## src/hdl/grb_pkg.sv

```systemverilog
// Package for the group reverse buffer: payload types of the three channels,
// the descriptor of a closed group that passes from front to back, and widths.
// Used by every other file of the block but grb_chan_if and grb_ram; depends on nothing.
package grb_pkg;

   localparam int VALUE_W       = 32;
   localparam int GROUP_SIZE_W  = 7;
   // Wide enough for a group count at the largest supported maximum group (1024).
   localparam int GROUP_COUNT_W = 11;

   typedef struct packed {
      logic signed [VALUE_W-1:0] value;
      logic                      array_end;
   } req_payload_type;

   typedef struct packed {
      logic signed [VALUE_W-1:0] value_res;
      logic                      group_last;
      logic                      array_last;
   } rsp_payload_type;

   typedef logic [GROUP_SIZE_W-1:0] csr_payload_type;

   localparam csr_payload_type GROUP_SIZE_RESET = csr_payload_type'(1);

   typedef struct packed {
      logic                     bank;
      logic [GROUP_COUNT_W-1:0] count;
      logic                     array_end;
   } group_desc_type;

endpackage

```

## src/hdl/grb_chan_if.sv

```systemverilog
// Valid/ready channel used for the request, response and register ports.
// The payload type is a parameter; the types come from grb_pkg.
interface grb_chan_if #(
   parameter type payload_type = logic
) ();
   logic        valid;
   logic        ready;
   payload_type payload;

   modport source (output valid, output payload, input ready);
   modport sink   (input valid, input payload, output ready);
endinterface

```

## src/hdl/grb_ram.sv

```systemverilog
// Generic simple dual-port RAM: one write port, one read port, registered read.
// No dependencies.
module grb_ram #(
   parameter int WIDTH = 32,
   parameter int DEPTH = 128
) (
   input  logic                                  clock,
   input  logic                                  wr_en,
   input  logic [(DEPTH > 1 ? $clog2(DEPTH) : 1)-1:0] wr_addr,
   input  logic [WIDTH-1:0]                      wr_data,
   input  logic                                  rd_en,
   input  logic [(DEPTH > 1 ? $clog2(DEPTH) : 1)-1:0] rd_addr,
   output logic [WIDTH-1:0]                      rd_data
);
   logic [WIDTH-1:0] mem [DEPTH];
   logic [WIDTH-1:0] rd_data_ff;

   always_ff @(posedge clock) begin
      if (wr_en) begin
         mem[wr_addr] <= wr_data;
      end
      if (rd_en) begin
         rd_data_ff <= mem[rd_addr];
      end
   end

   assign rd_data = rd_data_ff;
endmodule

```

## src/hdl/grb_front.sv

```systemverilog
// Front end: takes request beats and register writes, writes each element into
// the filling bank and closes a group into the queue. Uses grb_pkg, grb_chan_if.
module grb_front #(
   parameter int MAX_GROUP = 64
) (
   input  logic                           clock,
   input  logic                           reset,
   grb_chan_if.sink                       req_ch,
   grb_chan_if.sink                       csr_ch,
   input  logic                           queue_full,
   output logic                           queue_push,
   output grb_pkg::group_desc_type        queue_desc,
   output logic                           wr_en,
   output logic [(MAX_GROUP > 1 ? $clog2(MAX_GROUP) : 1):0] wr_addr,
   output logic [grb_pkg::VALUE_W-1:0]    wr_data
);
   localparam int CW = $clog2(MAX_GROUP + 1);
   localparam int IW = (MAX_GROUP > 1) ? $clog2(MAX_GROUP) : 1;
   localparam int EW = (CW > grb_pkg::GROUP_SIZE_W) ? CW : grb_pkg::GROUP_SIZE_W;

   logic [CW-1:0]            fill_ff, fill_in;
   logic                     bank_ff, bank_in;
   grb_pkg::csr_payload_type size_ff, size_in;

   logic [CW-1:0] fill_next;
   logic [EW-1:0] eff_size;
   logic          accept;
   logic          close;

   assign req_ch.ready = !queue_full;
   assign csr_ch.ready = 1'b1;
   assign accept       = req_ch.valid && req_ch.ready;

   // A size of zero acts as one; sizes above the bank depth saturate.
   always_comb begin
      priority if (size_ff == '0) begin
         eff_size = EW'(1);
      end else if (EW'(size_ff) > EW'(MAX_GROUP)) begin
         eff_size = EW'(MAX_GROUP);
      end else begin
         eff_size = EW'(size_ff);
      end
   end

   assign fill_next = fill_ff + CW'(1);
   assign close     = req_ch.payload.array_end || (EW'(fill_next) >= eff_size);

   assign wr_en   = accept;
   assign wr_addr = {bank_ff, fill_ff[IW-1:0]};
   assign wr_data = req_ch.payload.value;

   assign queue_push = accept && close;
   always_comb begin
      queue_desc           = '0;
      queue_desc.bank      = bank_ff;
      queue_desc.count     = grb_pkg::GROUP_COUNT_W'(fill_next);
      queue_desc.array_end = req_ch.payload.array_end;
   end

   always_comb begin
      fill_in = fill_ff;
      bank_in = bank_ff;
      size_in = size_ff;
      if (accept) begin
         if (close) begin
            fill_in = '0;
            bank_in = !bank_ff;
         end else begin
            fill_in = fill_next;
         end
      end
      if (csr_ch.valid) begin
         size_in = csr_ch.payload;
      end
   end

   always_ff @(posedge clock) begin
      if (reset) begin
         fill_ff <= '0;
         bank_ff <= 1'b0;
         size_ff <= grb_pkg::GROUP_SIZE_RESET;
      end else begin
         fill_ff <= fill_in;
         bank_ff <= bank_in;
         size_ff <= size_in;
      end
   end

   // A group always closes before it would overrun its bank.
   a_fill_in_bank: assert property (@(posedge clock) disable iff (reset)
      fill_ff < CW'(MAX_GROUP))
      else $error("fill count reached the bank depth");
endmodule

```

## src/hdl/grb_group_queue.sv

```systemverilog
// Two-entry queue of closed-group descriptors between front and back. An entry
// stays until its group has been read out, so it also tracks bank ownership.
// Uses grb_pkg.
module grb_group_queue (
   input  logic                    clock,
   input  logic                    reset,
   input  logic                    push,
   input  grb_pkg::group_desc_type push_desc,
   input  logic                    pop,
   output logic                    head_valid,
   output grb_pkg::group_desc_type head_desc,
   output logic                    full
);
   grb_pkg::group_desc_type entry_ff [2];
   logic       wr_ptr_ff, wr_ptr_in;
   logic       rd_ptr_ff, rd_ptr_in;
   logic [1:0] cnt_ff, cnt_in;

   assign head_valid = cnt_ff != 2'd0;
   assign head_desc  = entry_ff[rd_ptr_ff];
   assign full       = cnt_ff == 2'd2;

   always_comb begin
      wr_ptr_in = push ? !wr_ptr_ff : wr_ptr_ff;
      rd_ptr_in = pop ? !rd_ptr_ff : rd_ptr_ff;
      cnt_in    = cnt_ff + {1'b0, push} - {1'b0, pop};
   end

   always_ff @(posedge clock) begin
      if (push) begin
         entry_ff[wr_ptr_ff] <= push_desc;
      end
   end

   always_ff @(posedge clock) begin
      if (reset) begin
         wr_ptr_ff <= 1'b0;
         rd_ptr_ff <= 1'b0;
         cnt_ff    <= 2'd0;
      end else begin
         wr_ptr_ff <= wr_ptr_in;
         rd_ptr_ff <= rd_ptr_in;
         cnt_ff    <= cnt_in;
      end
   end

   a_no_overflow: assert property (@(posedge clock) disable iff (reset)
      push |-> (!full || pop))
      else $error("group queue overflow");

   a_no_underflow: assert property (@(posedge clock) disable iff (reset)
      pop |-> head_valid)
      else $error("group queue underflow");
endmodule

```

## src/hdl/grb_back.sv

```systemverilog
// Back end: reads the group at the queue head from the RAM, last element first,
// and delivers beats through a two-entry output buffer. Uses grb_pkg, grb_chan_if.
module grb_back #(
   parameter int MAX_GROUP = 64
) (
   input  logic                           clock,
   input  logic                           reset,
   input  logic                           head_valid,
   input  grb_pkg::group_desc_type        head_desc,
   output logic                           queue_pop,
   output logic                           rd_en,
   output logic [(MAX_GROUP > 1 ? $clog2(MAX_GROUP) : 1):0] rd_addr,
   input  logic [grb_pkg::VALUE_W-1:0]    rd_data,
   grb_chan_if.source                     rsp_ch
);
   localparam int CW = $clog2(MAX_GROUP + 1);
   localparam int IW = (MAX_GROUP > 1) ? $clog2(MAX_GROUP) : 1;

   logic [CW-1:0] pos_ff, pos_in;
   logic          pend_ff;
   logic          meta_group_last_ff, meta_array_last_ff;
   grb_pkg::rsp_payload_type buf_ff [2];
   logic          buf_wr_ff, buf_wr_in;
   logic          buf_rd_ff, buf_rd_in;
   logic [1:0]    occ_ff, occ_in;

   logic [CW-1:0] count;
   logic          final_elem;
   logic          pop_out;
   logic [2:0]    load;
   logic          issue;
   grb_pkg::rsp_payload_type entry;

   assign count      = head_desc.count[CW-1:0];
   assign final_elem = (pos_ff + CW'(1)) == count;
   assign pop_out    = rsp_ch.valid && rsp_ch.ready;

   // Beats in the buffer plus the read in flight must leave room for this read.
   assign load  = {1'b0, occ_ff} + {2'b00, pend_ff};
   assign issue = head_valid && ((load <= 3'd1) || ((load == 3'd2) && pop_out));

   assign rd_en     = issue;
   assign rd_addr   = {head_desc.bank, IW'(count - pos_ff - CW'(1))};
   assign queue_pop = issue && final_elem;

   always_comb begin
      entry            = '0;
      entry.value_res  = $signed(rd_data);
      entry.group_last = meta_group_last_ff;
      entry.array_last = meta_array_last_ff;
   end

   assign rsp_ch.valid   = occ_ff != 2'd0;
   assign rsp_ch.payload = buf_ff[buf_rd_ff];

   always_comb begin
      pos_in    = pos_ff;
      if (issue) begin
         pos_in = final_elem ? '0 : pos_ff + CW'(1);
      end
      buf_wr_in = pend_ff ? !buf_wr_ff : buf_wr_ff;
      buf_rd_in = pop_out ? !buf_rd_ff : buf_rd_ff;
      occ_in    = occ_ff + {1'b0, pend_ff} - {1'b0, pop_out};
   end

   always_ff @(posedge clock) begin
      if (issue) begin
         meta_group_last_ff <= final_elem;
         meta_array_last_ff <= final_elem && head_desc.array_end;
      end
      if (pend_ff) begin
         buf_ff[buf_wr_ff] <= entry;
      end
   end

   always_ff @(posedge clock) begin
      if (reset) begin
         pos_ff    <= '0;
         pend_ff   <= 1'b0;
         buf_wr_ff <= 1'b0;
         buf_rd_ff <= 1'b0;
         occ_ff    <= 2'd0;
      end else begin
         pos_ff    <= pos_in;
         pend_ff   <= issue;
         buf_wr_ff <= buf_wr_in;
         buf_rd_ff <= buf_rd_in;
         occ_ff    <= occ_in;
      end
   end

   a_buffer_room: assert property (@(posedge clock) disable iff (reset)
      ({1'b0, occ_ff} + {2'b00, pend_ff}) <= 3'd2)
      else $error("output buffer overcommitted");

   a_pos_in_group: assert property (@(posedge clock) disable iff (reset)
      head_valid |-> (pos_ff < count))
      else $error("read position beyond the group");
endmodule

```

## src/hdl/group_reverse_buffer.sv

```systemverilog
// Top level of the group reverse buffer: front end, group queue, ping-pong RAM
// and back end. Uses grb_pkg, grb_chan_if, grb_ram, grb_front, grb_group_queue, grb_back.
//
//   channel  direction  payload                              beat on
//   req_ch   in         value, array_end                     valid && ready
//   rsp_ch   out        value_res, group_last, array_last    valid && ready
//   csr_ch   in         group_size (7 bits)                  valid && ready
//
// Sustained rate is one beat per cycle on each side while rsp_ch is ready, set by the
// single write and single read port of the two-bank group RAM. A group's first beat
// leaves through the group queue, the RAM read register and the output buffer.
// req_ch stalls only while both banks hold closed groups that are not yet read out.
// Synchronous reset clears the counters, the queue and the buffer; group_size returns to 1.
module group_reverse_buffer #(
   parameter int MAX_GROUP = 64
) (
   input  logic       clock,
   input  logic       reset,
   grb_chan_if.sink   req_ch,
   grb_chan_if.source rsp_ch,
   grb_chan_if.sink   csr_ch
);
   localparam int IW    = (MAX_GROUP > 1) ? $clog2(MAX_GROUP) : 1;
   localparam int DEPTH = 2 ** (IW + 1);

   logic                        queue_full;
   logic                        queue_push;
   logic                        queue_pop;
   logic                        head_valid;
   grb_pkg::group_desc_type     push_desc;
   grb_pkg::group_desc_type     head_desc;
   logic                        wr_en;
   logic [IW:0]                 wr_addr;
   logic [grb_pkg::VALUE_W-1:0] wr_data;
   logic                        rd_en;
   logic [IW:0]                 rd_addr;
   logic [grb_pkg::VALUE_W-1:0] rd_data;

   grb_front #(.MAX_GROUP(MAX_GROUP)) u_front (
      .clock      (clock),
      .reset      (reset),
      .req_ch     (req_ch),
      .csr_ch     (csr_ch),
      .queue_full (queue_full),
      .queue_push (queue_push),
      .queue_desc (push_desc),
      .wr_en      (wr_en),
      .wr_addr    (wr_addr),
      .wr_data    (wr_data)
   );

   grb_group_queue u_queue (
      .clock      (clock),
      .reset      (reset),
      .push       (queue_push),
      .push_desc  (push_desc),
      .pop        (queue_pop),
      .head_valid (head_valid),
      .head_desc  (head_desc),
      .full       (queue_full)
   );

   grb_ram #(.WIDTH(grb_pkg::VALUE_W), .DEPTH(DEPTH)) u_ram (
      .clock   (clock),
      .wr_en   (wr_en),
      .wr_addr (wr_addr),
      .wr_data (wr_data),
      .rd_en   (rd_en),
      .rd_addr (rd_addr),
      .rd_data (rd_data)
   );

   grb_back #(.MAX_GROUP(MAX_GROUP)) u_back (
      .clock      (clock),
      .reset      (reset),
      .head_valid (head_valid),
      .head_desc  (head_desc),
      .queue_pop  (queue_pop),
      .rd_en      (rd_en),
      .rd_addr    (rd_addr),
      .rd_data    (rd_data),
      .rsp_ch     (rsp_ch)
   );
endmodule

```

## src/flat_wrapper.sv

```systemverilog
// flat-port wrapper written by rule: the top's interface ports become plain ports
module group_reverse_buffer_flat 
#(
   parameter int MAX_GROUP = 64
)
  (clock, reset, req_ch_valid, req_ch_payload, req_ch_ready, rsp_ch_valid, rsp_ch_payload, rsp_ch_ready, csr_ch_valid, csr_ch_payload, csr_ch_ready);
  grb_chan_if #(.payload_type(grb_pkg::req_payload_type)) req_ch_i ();
  grb_chan_if #(.payload_type(grb_pkg::rsp_payload_type)) rsp_ch_i ();
  grb_chan_if #(.payload_type(grb_pkg::csr_payload_type)) csr_ch_i ();
  input  logic clock;
  input  logic reset;
  input wire logic [$bits(req_ch_i.valid)-1:0] req_ch_valid;
  input wire logic [$bits(req_ch_i.payload)-1:0] req_ch_payload;
  output wire logic [$bits(req_ch_i.ready)-1:0] req_ch_ready;
  output wire logic [$bits(rsp_ch_i.valid)-1:0] rsp_ch_valid;
  output wire logic [$bits(rsp_ch_i.payload)-1:0] rsp_ch_payload;
  input wire logic [$bits(rsp_ch_i.ready)-1:0] rsp_ch_ready;
  input wire logic [$bits(csr_ch_i.valid)-1:0] csr_ch_valid;
  input wire logic [$bits(csr_ch_i.payload)-1:0] csr_ch_payload;
  output wire logic [$bits(csr_ch_i.ready)-1:0] csr_ch_ready;
  assign req_ch_i.valid = req_ch_valid;
  assign req_ch_i.payload = req_ch_payload;
  assign req_ch_ready = req_ch_i.ready;
  assign rsp_ch_valid = rsp_ch_i.valid;
  assign rsp_ch_payload = rsp_ch_i.payload;
  assign rsp_ch_i.ready = rsp_ch_ready;
  assign csr_ch_i.valid = csr_ch_valid;
  assign csr_ch_i.payload = csr_ch_payload;
  assign csr_ch_ready = csr_ch_i.ready;
  group_reverse_buffer #(.MAX_GROUP(MAX_GROUP)) u_core (.clock(clock), .reset(reset), .req_ch(req_ch_i), .rsp_ch(rsp_ch_i), .csr_ch(csr_ch_i));
endmodule
```

## config.mk

```make
export PLATFORM = sky130hd
export DESIGN_NAME = group_reverse_buffer_flat
export DESIGN_NICKNAME = d
export VERILOG_FILES = /design/src/hdl/grb_pkg.sv /design/src/hdl/grb_chan_if.sv /design/src/hdl/grb_ram.sv /design/src/hdl/grb_front.sv /design/src/hdl/grb_group_queue.sv /design/src/hdl/grb_back.sv /design/src/hdl/group_reverse_buffer.sv /design/src/flat_wrapper.sv
export SDC_FILE = /design/constraint.sdc
export NUM_CORES = 2
export LEC_CHECK = 0
export BUFFER_PORTS_ARGS = -buffer_cell sky130_fd_sc_hd__buf_2
export CORE_MARGIN = 2
export CORE_UTILIZATION = 35
export CTS_CLUSTER_DIAMETER = 30
export CTS_CLUSTER_SIZE = 12
export DETAILED_ROUTE_END_ITERATION = 8
export GPL_TIMING_DRIVEN = 0
export SYNTH_ARGS = -nofsm -noshare
export SYNTH_HDL_FRONTEND = slang
export SYNTH_HIERARCHICAL = 1
export SYNTH_MEMORY_MAX_BITS = 65536
export SYNTH_SLANG_ARGS = --single-unit
export TNS_END_PERCENT = 20
```

## constraint.sdc

```tcl
create_clock -name clock -period 6.9 [get_ports clock]
set_input_delay 0.69 -clock clock [delete_from_list [all_inputs] [get_ports clock]]
set_output_delay 0.69 -clock clock [all_outputs]
set_load 0.005 [all_outputs]
```

==> impl_metrics.env <==
export IMPL_total_leakage_power_nw=61.75
export IMPL_ant_nets=0
export IMPL_skew_ns=0.07581
export IMPL_h_tree_depth=6
export IMPL_worstPathRequired_ns=7.66
export IMPL_ctsRootBufferMaster="clkbuf_16"
export IMPL_cts_tree="yes"
export IMPL_worstHoldEndpoint="u_core/u_ram/mem[85][2]$_DFFE_PP_"
export IMPL_worstHoldStart="req_ch_payload[3]"
export IMPL_drt_total_wl_um=434600
export IMPL_post_cts_setup_buffer_count=0
export IMPL_outcome="complete, but fails checks"
export IMPL_rows=250
export IMPL_drc_markers=0
export IMPL_synth_cell_area_um2=162300
export IMPL_placed_cells_incl_taps=12810
export IMPL_die_w_um=685.0
export IMPL_period_share_pct=96.74
export IMPL_floorplan_die_height_um=685.0
export IMPL_startpoint_type="flop"
export IMPL_worstPathArrival_ns=7.43
export IMPL_grt_pass1_wl_um=599400
export IMPL_slowest_delay_ns=1.14
export IMPL_setup_slack_of_the_critical_path_after_layout_ns=0.2248
export IMPL_worstSetupPathType="reg2reg"
export IMPL_worstHoldPathCells=1
export IMPL_grt_start_max_net_pins=129
export IMPL_worst_path_buf_inv=6
export IMPL_worstReg2RegEnd="u_core/u_ram/rd_data[28]$_DFFE_PP_"
export IMPL_synth_yosys_warnings=6
export IMPL_clock_fmax_ghz=0.1498
export IMPL_syn_instance_count=6420
export IMPL_power_consumption_w=0.08791
export IMPL_slowest_stage="buf_1"
export IMPL_grt_antenna_before_repair=65
export IMPL_internal_power_w=0.06080
export IMPL_maxSlewHeadroom_pct=0.2713
export IMPL_hold_ws_ns=0.05563
export IMPL_post_drt_wl_per_cell_um=30.67
export IMPL_cts_resized=0
export IMPL_worstMarginPinSlew_ns=1.496
export IMPL_timing_critical_path_max_delay_family="buffers and inverters"
export IMPL_clk_transition_reported_paths_ns=0.05
export IMPL_grt_setup_unrepaired="false"
export IMPL_areaGrowthSynthToFinish_pct=22.61
export IMPL_dieArea_um2=469200
export IMPL_violations="max-capacitance violations"
export IMPL_clock_path_buffers=4
export IMPL_finalCriticalPeriod_ns=6.675
export IMPL_critical_path_most_common_cell="mux4_2"
export IMPL_clockPowerShare_pct=38.9
export IMPL_ir_worst_vdd_mv=0.3015
export IMPL_vias_in_the_first_global_route=77840
export IMPL_p_sw_share_pct=30.83
export IMPL_max_cap_violations=1
export IMPL_mapped_nets=6487
export IMPL_regToRegSetupSlack_ns=0.22
export IMPL_final_util_pct=43.01
export IMPL_post_route_cells_drive_above_1_share_pct=38.92
export IMPL_clock_sinks=4249
export IMPL_routabilityCongestion=0.8479
export IMPL_avgSynthCellArea_um2=25.28
export IMPL_hold_path_class="in2reg"
export IMPL_slew_violations=0
export IMPL_net_switching_power_w=0.02710
export IMPL_ios=82
export IMPL_critical_path_capture_point_type="flop"
export IMPL_finalNonFillerCells=14170
export IMPL_numPortBuffers=47
export IMPL_critical_path_cell_chain="buf_6 -> mux2_4 -> inv_1 -> fa_1 -> xnor2_1 -> clkbuf_1 -> buf_2 -> clkbuf_2 -> buf_1 -> mux4_2 -> mux4_2 -> mux4_2 -> mux2_2"
export IMPL_drt_pass1_iter_count=6
export IMPL_worst_skew_pair_late_latency_ns=1.08
export IMPL_place_hpwl_um=287000
export IMPL_detailedRoute_firstIterationViolations=10300
export IMPL_cts_inserted_buffers=679
export IMPL_initial_utilization_pct=35.08
export IMPL_global_route_usage_total_pct=18.07
export IMPL_dr_total_vias=76110
export IMPL_reg2regPathDepth=13
export IMPL_pwr_density_nw_per_um2=441.8
export IMPL_p_seq_share_pct=33.0
export IMPL_placement_setup_slack_ns=0.2135
export IMPL_global_route_overflow_total=0
export IMPL_timing_final_setup_violations=0
export IMPL_final_hold_vio_count=0
export IMPL_via_per_inst=5.372
export IMPL_final_nets=7422
export IMPL_core_um2=462600
export IMPL_cp_max_fo=10
export IMPL_p_comb_share_pct=28.2
## worst max-delay path by stage
stage,start,to,slack (ns),depth (start not counted)
final,flop,u_core/u_ram/rd_data[28]$_DFFE_PP_,0.22,13
after global routing,flop,u_core/u_ram/rd_data[27]$_DFFE_PP_,0.25,13
after CTS,flop,u_core/u_ram/rd_data[27]$_DFFE_PP_,0.26,13
after detailed placement,flop,u_core/u_ram/rd_data[27]$_DFFE_PP_,0.21,13
after global placement,flop,u_core/u_ram/rd_data[16]$_DFFE_PP_,-0.60,13
after floorplan,req_ch_valid,u_core/u_ram/mem[98][0]$_DFFE_PP_,2.69,6
## metrics by stage
stage	setup TNS, ns	area (um^2)
3_5_place_dp	0	174700
3_3_place_gp	-130.05	170300
5_1_grt	0	199000
6_report	0	199000
2_1_floorplan	0	162300
4_1_cts	0	198000
## registers in the layout (all words and copies together), names as in the netlist, named ones only
signal                            cells
u_core/u_queue/wr_ptr_ff              1
u_core/u_back/buf_wr_ff               1
u_core/u_back/pend_ff                 1
u_core/u_front/bank_ff                1
u_core/u_back/occ_ff                  2
u_core/u_back/meta_array_last_ff      1
u_core/u_queue/cnt_ff                 2
u_core/u_back/buf_ff                 68
u_core/u_front/size_ff                7
u_core/u_back/buf_rd_ff               1
u_core/u_back/meta_group_last_ff      1
u_core/u_ram/mem                   4096
u_core/u_queue/entry_ff              18
u_core/u_ram/rd_data                 32
u_core/u_back/pos_ff                  7
u_core/u_queue/rd_ptr_ff              1
u_core/u_front/fill_ff                7
## layout make-up
class                   instances  area, um^2
multi-input cells            1779       34200
fillers                     38480      263600
clock inverters               499        5849
diodes                         68       170.2
repair buffers                254        4446
plain buffers                 370        1837
flip-flops and latches       4249      127300
inverters                      22       82.58
clock buffers                 754       17420
well taps                    6174        7725
## metal layers
layer | share of wire (%) | wire, um | GRT usage [%]
met5 | 0.0053 | 23 | 0
met1 | 39 | 167800 | 24.11
met2 | 48 | 207400 | 28.82
met4 | 3.3 | 14270 | 6.005
met3 | 10 | 45070 | 4.818
## cells in the final DEF (no fill, tap or decap), types with 69 or more instances in the layout
master      count
buf_12        103
buf_2         135
bufinv_16      86
clkbuf_1      226
clkbuf_16     686
clkinv_1       79
clkinv_2      100
clkinvlp_4     70
edfxtp_1     4216
mux2_2         69
mux4_2       1344
nor2_4        119
## power groups by stage
stage / registers [W] / logic, W / clock network [W]
after global placement: 0.0295 / 0.0241 / 0
after detailed placement: 0.0295 / 0.0245 / 0
after global routing: 0.0290 / 0.0256 / 0.0357
after CTS: 0.0290 / 0.0246 / 0.0346
final: 0.0290 / 0.0248 / 0.0342
after floorplan: 0.0294 / 0.0141 / 0
## what timing repair did
action,CTS,global route
endpoints found under the setup margin,0,0
hold buffers,8,4
hold endpoints to repair,9,38
Note: power is estimated with default switching activity, not from simulation.
